--- config.mk ---
export PLATFORM = sky130hd
export DESIGN_NAME = wpi_ctrl
export DESIGN_NICKNAME = d
export VERILOG_FILES = /design/src/hw/rtl/wpi_pkg.sv /design/src/hw/rtl/wpi_ctrl.sv
export SDC_FILE = /design/constraint.sdc
export NUM_CORES = 1
export LEC_CHECK = 0
export BUFFER_PORTS_ARGS = -buffer_cell sky130_fd_sc_hd__buf_4
export CAP_MARGIN = 20
export CORE_AREA = 8 8 45 47
export DETAILED_ROUTE_END_ITERATION = 7
export DIE_AREA = 0 0 53 55
export GPL_TIMING_DRIVEN = 0
export MAX_ROUTING_LAYER = met4
export PLACE_DENSITY = 0.58
export SYNTH_ARGS = -nofsm -noshare
export SYNTH_HDL_FRONTEND = slang
export SYNTH_SLANG_ARGS = --single-unit
--- constraint.sdc ---
create_clock -name clk_i -period 3.11 [get_ports clk_i]
set_clock_uncertainty 0.15 [all_clocks]
set_input_delay 0.311 -clock clk_i [delete_from_list [all_inputs] [get_ports clk_i]]
set_output_delay 0.311 -clock clk_i [all_outputs]
set_load 0.03 [all_outputs]
--- src/hw/rtl/wpi_pkg.sv ---
// Shared constants, types and codes of the waypoint pose interpolator.
// Depends on nothing; the controller, the datapath and the top level refer to it by scoped names.
package wpi_pkg;

  localparam int MAX_POINTS = 64;
  localparam int IDX_W      = $clog2(MAX_POINTS);
  localparam int CNT_W      = $clog2(MAX_POINTS + 1);

  // Alpha is Q0.16 with 1.0 held as 2^16, so the quotient has 17 bits.
  localparam int ALPHA_W   = 17;
  localparam int DIV_CNT_W = $clog2(ALPHA_W + 1);

  localparam int NUM_AXES = 3;
  localparam int AX_W     = $clog2(NUM_AXES);

  typedef enum logic {
    ACT_LOAD  = 1'b0,
    ACT_QUERY = 1'b1
  } wpi_action_e;

  typedef enum logic [1:0] {
    RD_SEG0,
    RD_SEG1,
    RD_LAST
  } wpi_rdsel_e;

  typedef enum logic [3:0] {
    ST_IDLE,
    ST_SCAN,
    ST_DIV,
    ST_RD0,
    ST_RD1,
    ST_MUL,
    ST_ADD,
    ST_RDLAST,
    ST_TAKE,
    ST_EMIT
  } wpi_state_e;

  typedef struct packed {
    logic signed [31:0] x;
    logic signed [31:0] y;
    logic signed [31:0] z;
    logic signed [15:0] qw;
    logic signed [15:0] qx;
    logic signed [15:0] qy;
    logic signed [15:0] qz;
  } wpi_point_t;

  typedef struct packed {
    logic       pose_valid;
    wpi_point_t point;
  } wpi_res_t;

  typedef struct packed {
    logic       load;
    logic       query_start;
    logic       res_zero;
    logic       scan_run;
    logic       div_step;
    logic       pt_rd_en;
    wpi_rdsel_e pt_rd_sel;
    logic       latch_p0;
    logic       mul;
    logic       add;
    logic       take_last;
    logic       emit;
  } wpi_cmd_t;

  typedef struct packed {
    logic count_zero;
    logic hit;
    logic miss;
    logic div_done;
    logic ax_last;
    logic out_free;
  } wpi_sts_t;

endpackage

--- src/hw/rtl/wpi_ctrl.sv ---
// Sequencing state machine of the waypoint pose interpolator.
// Depends on wpi_pkg for the state, command and status types.
module wpi_ctrl (
  input  logic                 clk_i,
  input  logic                 rst_ni,
  input  logic                 in_valid_i,
  input  wpi_pkg::wpi_action_e in_action_i,
  output logic                 in_ready_o,
  input  wpi_pkg::wpi_sts_t    sts_i,
  output wpi_pkg::wpi_cmd_t    cmd_o
);

  wpi_pkg::wpi_state_e state_q, state_d;

  always_ff @(posedge clk_i or negedge rst_ni) begin
    if (!rst_ni) begin
      state_q <= wpi_pkg::ST_IDLE;
    end else begin
      state_q <= state_d;
    end
  end

  always_comb begin
    state_d    = state_q;
    cmd_o      = '0;
    in_ready_o = 1'b0;
    unique case (state_q)
      wpi_pkg::ST_IDLE: begin
        in_ready_o = 1'b1;
        if (in_valid_i) begin
          if (in_action_i == wpi_pkg::ACT_LOAD) begin
            cmd_o.load = 1'b1;
          end else begin
            cmd_o.query_start = 1'b1;
            if (sts_i.count_zero) begin
              cmd_o.res_zero = 1'b1;
              state_d        = wpi_pkg::ST_EMIT;
            end else begin
              state_d = wpi_pkg::ST_SCAN;
            end
          end
        end
      end
      wpi_pkg::ST_SCAN: begin
        cmd_o.scan_run = 1'b1;
        if (sts_i.hit) begin
          state_d = wpi_pkg::ST_DIV;
        end else if (sts_i.miss) begin
          state_d = wpi_pkg::ST_RDLAST;
        end
      end
      wpi_pkg::ST_DIV: begin
        if (sts_i.div_done) begin
          state_d = wpi_pkg::ST_RD0;
        end else begin
          cmd_o.div_step = 1'b1;
        end
      end
      wpi_pkg::ST_RD0: begin
        cmd_o.pt_rd_en  = 1'b1;
        cmd_o.pt_rd_sel = wpi_pkg::RD_SEG0;
        state_d         = wpi_pkg::ST_RD1;
      end
      wpi_pkg::ST_RD1: begin
        cmd_o.latch_p0  = 1'b1;
        cmd_o.pt_rd_en  = 1'b1;
        cmd_o.pt_rd_sel = wpi_pkg::RD_SEG1;
        state_d         = wpi_pkg::ST_MUL;
      end
      wpi_pkg::ST_MUL: begin
        cmd_o.mul = 1'b1;
        state_d   = wpi_pkg::ST_ADD;
      end
      wpi_pkg::ST_ADD: begin
        cmd_o.add = 1'b1;
        state_d   = sts_i.ax_last ? wpi_pkg::ST_EMIT : wpi_pkg::ST_MUL;
      end
      wpi_pkg::ST_RDLAST: begin
        cmd_o.pt_rd_en  = 1'b1;
        cmd_o.pt_rd_sel = wpi_pkg::RD_LAST;
        state_d         = wpi_pkg::ST_TAKE;
      end
      wpi_pkg::ST_TAKE: begin
        cmd_o.take_last = 1'b1;
        state_d         = wpi_pkg::ST_EMIT;
      end
      wpi_pkg::ST_EMIT: begin
        if (sts_i.out_free) begin
          cmd_o.emit = 1'b1;
          state_d    = wpi_pkg::ST_IDLE;
        end
      end
      default: begin
        state_d = wpi_pkg::ST_IDLE;
      end
    endcase
  end

endmodule

* Yosys cells after proc, flatten, opt, wreduce, memory -nomap -nowiden
Cells that the tools add are included.
Operators by class: eq/ne operators 14, muxes and demuxes 25, reductions and logical operators 2
Operator list (number):
- one-hot mux 4 bit (10 select lines) | 1
- 2-to-1 mux 4 bit | 8
- == test 4 x 3 -> 1 bit (second input constant) | 4
- 2-to-1 mux 1 bit | 12
- one-hot mux 3 bit (3 select lines) | 1
- == test 4 x 2 -> 1 bit (second input constant) | 2
- == test 4 bit (second input constant) | 2
- != test 2 bit (second input constant) | 4
- 2-to-1 mux 3 bit | 2
- AND reduction 5 bit | 1
- == test 4 x 1 -> 1 bit (second input constant) | 1
- zero test 4 bit | 1
- != test 3 bit (second input constant) | 1
- 2-to-1 mux 2 bit | 1
Storage, ports and cells: bits in registers 4, output and inout port bits 14, logic and storage cells 42

* Longest topological paths before layout
depth in word-level cells 4, mapped depth 4, mapped depth without buffers 3

* Least setup slack after synthesis
No wires, ideal clock.
kind flip-flop to output port, from reg state_q[3], to out cmd_o[10] (netlist bit), arrival time 2078 ps, required time 2649 ps, path slack 571 ps, cell stages (with the launch flop) 5, buffers on the path 1, cell sequence dfrtp_1 -> buf_4 -> nor4_2 -> and3_1 -> and2_1
RTL lines:
- start: declaration | RTL line wpi_ctrl.sv:13 | wpi_pkg::wpi_state_e state_q, state_d;
- start signal: assignment | RTL line wpi_ctrl.sv:17 | state_q <= wpi_pkg::ST_IDLE;
- start signal: assignment | RTL line wpi_ctrl.sv:19 | state_q <= state_d;
- end: declaration | RTL line wpi_ctrl.sv:10 | output wpi_pkg::wpi_cmd_t cmd_o

==> results.json <==
{
  "post-route-cell-area_um2": 637,
  "cts_made_buffers": 3,
  "final_common_cell": "buf_4",
  "synth_top_cell_area_share_pct": 24.3,
  "status": "complete, no violations",
  "clk_pin_slew_ns": 0.04,
  "yosys_warnings": 0,
  "crit_path_top_delay_cell": "nor4_2",
  "nets": 93,
  "fin_crit_ns": 2.11,
  "critPathMostFrequentCell": "buf_4",
  "yosys-top-cells-area": "dfrtp_1 24%, nor2_1 7.3%, nand2b_1 6.1%",
  "cts-root-buf": "clkbuf_4",
  "drv_slew": 0,
  "grt_max_degree": 11,
  "dr_total_vias": 482,
  "slew_headroom_pct": 70.6,
  "syn_nets": 64,
  "switching_share_pct": 51.2,
  "cp_top_family": "simple AND/OR/NAND/NOR gates",
  "ant_nets": 0,
  "tightest_slew_ns": 0.442,
  "fp.dieW_um": 53,
  "place_worst_setup_slack_ns": 1.24,
  "gp_congestion": 0.756,
  "irDropWorstVdd_mv": 0.349,
  "post-cts-setup-buffer-count": 0,
  "yosysTopAreaCell": "dfrtp_1",
  "setup_violations": 0,
  "numPortBuffers": 23,
  "grt_pass1_wl_um": 2080,
  "critical_path_required_ns": 2.65,
  "whs_ns": 0.237,
  "rsz0062_at_grt": "false",
  "tritoncts": "done",
  "dp_cells": 93,
  "power.density_nw_per_um2": 988,
  "end_kind": "output pin",
  "ys_types": 29,
  "max_freq_ghz": 0.475,
  "power_frac_seq_pct": 15.8,
  "top_regs": "state_q x4",
  "comb_power_share_pct": 74.1,
  "layout_common_cells": "25 x buf_4, 8 x nor2_1",
  "cp_num_buf_inv": 2,
  "synth_xor_area_share_pct": 0,
  "area_growth_pct": 54.7,
  "crit_type": "reg -> out",
  "pwr-share-clk_pct": 10.1,
  "fin_setup_tns_ns": 0,
  "instances_no_fill": 97,
  "coreArea_um2": 1380,
  "worst_ep_arrival_time_ns": 1.64,
  "synth_compound_area_share_pct": 21.3,
  "start_util_pct": 29.7,
  "start_kind": "register",
  "diodes": 0,
  "ys_seq_area_share_pct": 24.3,
  "cts_hold_buffers": 1,
  "cts_repair_resize_count": 0,
  "synthCells": 54,
  "hold_viol_final": 0,
  "p_sw_uw": 322,
  "grt_overflow_total": 0,
  "ys_ff_latch": 4,
  "die_y_um": 55,
  "routed_wl_um": 1270,
  "fin_util_pct": 46.0,
  "critical_path.max_stage_delay_ns": 0.39,
  "fin_crit_sh_pct": 67.7,
  "maxCapViolCount": 0,
  "die_area_um2": 2920,
  "drt_pass1_iterations": 4,
  "crit_fanout": 10,
  "cts_max_path_buffers": 2,
  "hp-start": "sts_i[3]",
  "viasPerCell": 4.97,
  "ios": 24,
  "yosys.area_share.adder_pct": 0,
  "path_cells": "buf_4 -> nor4_2 -> and3_1 -> and2_1 -> buf_4",
  "synth_top_family_by_area": "simple AND/OR/NAND/NOR gates",
  "muxShareOfSynthArea_pct": 0,
  "yosys.area_share.simple_pct": 44.1,
  "place_area_um2": 604,
  "antenna_found_initial": 0,
  "grt_pass1_vias": 460,
  "grtUsageTotal_pct": 9.59,
  "final_layout_size_suffix_gt1_share_pct": 40.7,
  "post_drt_wl_per_cell_um": 13.1,
  "hpwl_um": 1020,
  "largest-register": "state_q",
  "largest_reg_flops": 4,
  "leakage_nw": 0.297,
  "syn_area_um2": 412,
  "cts_max_level": 1,
  "power_uw": 629,
  "clk_latency_ns": 0.23,
  "postLayoutSetupSlackWorst_ns": 1.00,
  "drcViolationCount": 0,
  "r2r-start": "state_q[3]",
  "syn_avg_cell_area_um2": 7.62,
  "drt_iter0_drc": 1,
  "rows": 14,
  "startpoint": "state_q[3]",
  "nFillCells": 147,
  "clock-sinks": 4,
  "hp-class": "in -> reg",
  "internal_power_uw": 307
}
-- worst reg2reg max path, delay by kind of cell, from the launching register on --
family                 cells  cell delay, ns
AO/OA/AOI/OAI              2            0.41
buffers and inverters      1            0.17
flip-flops                 1            0.36
AND/OR/NAND/NOR            1            0.39
-- per-layer routing --
layer	global-route usage, %	share of wire (%)
met3	3.21	9.4
met5	-	0
met1	11.6	45
met4	5.17	1.5
met2	13.7	44
-- synth_stat cells, drive strengths merged --
cell,number
a21boi,2
a21oi,3
and2,1
and3,1
buf,4
clkbuf,1
dfrtp,4
inv,2
nand2,4
nand2b,5
nand3b,1
nor2,8
nor3,4
nor4,2
o21a,1
o21ai,1
o22a,1
o311ai,1
o31ai,2
o41ai,1
or3,2
or4b,2
or4bb,1
-- area by class of cell --
type / instances / area (um^2) / share of cell area (%)
clock buffer: 3 / 22.5 / 3.54
buffer: 5 / 35.0 / 5.50
inverter: 2 / 7.51 / 1.18
multi-input combinational: 43 / 269 / 42.2
sequential: 4 / 100 / 15.7
tap: 16 / 20.0 / 3.14
timing repair buffer: 24 / 183 / 28.7
-- worst paths after layout --
kind	endpoint	slack, ns	depth (start not counted)
min in group asynchronous	state_q[0]	0.27	2
max in group asynchronous	state_q[2]	2.44	2
hold / removal	state_q[1]	0.24	3
hold reg to reg	state_q[1]	0.59	4
setup reg to reg	state_q[0]	1.50	4
setup / recovery	cmd_o[10]	1.00	5
-- kinds of logic after synthesis --
family                 Yosys count
buffers and inverters            7
and+or+nand+nor                 31
AOI/OAI and AO/OA               12
DFF                              4
-- power groups by stage --
stage | clock [mW] | combinational (mW) | sequential [mW]
finish | 0.0634 | 0.466 | 0.0997
global route | 0.0716 | 0.506 | 0.104
CTS | 0.0668 | 0.468 | 0.0998
detailed placement | 0 | 0.465 | 0.101
global placement | 0 | 0.466 | 0.101
floorplan | 0 | 0.334 | 0.0939
Power figures use the tool's default switching activity.
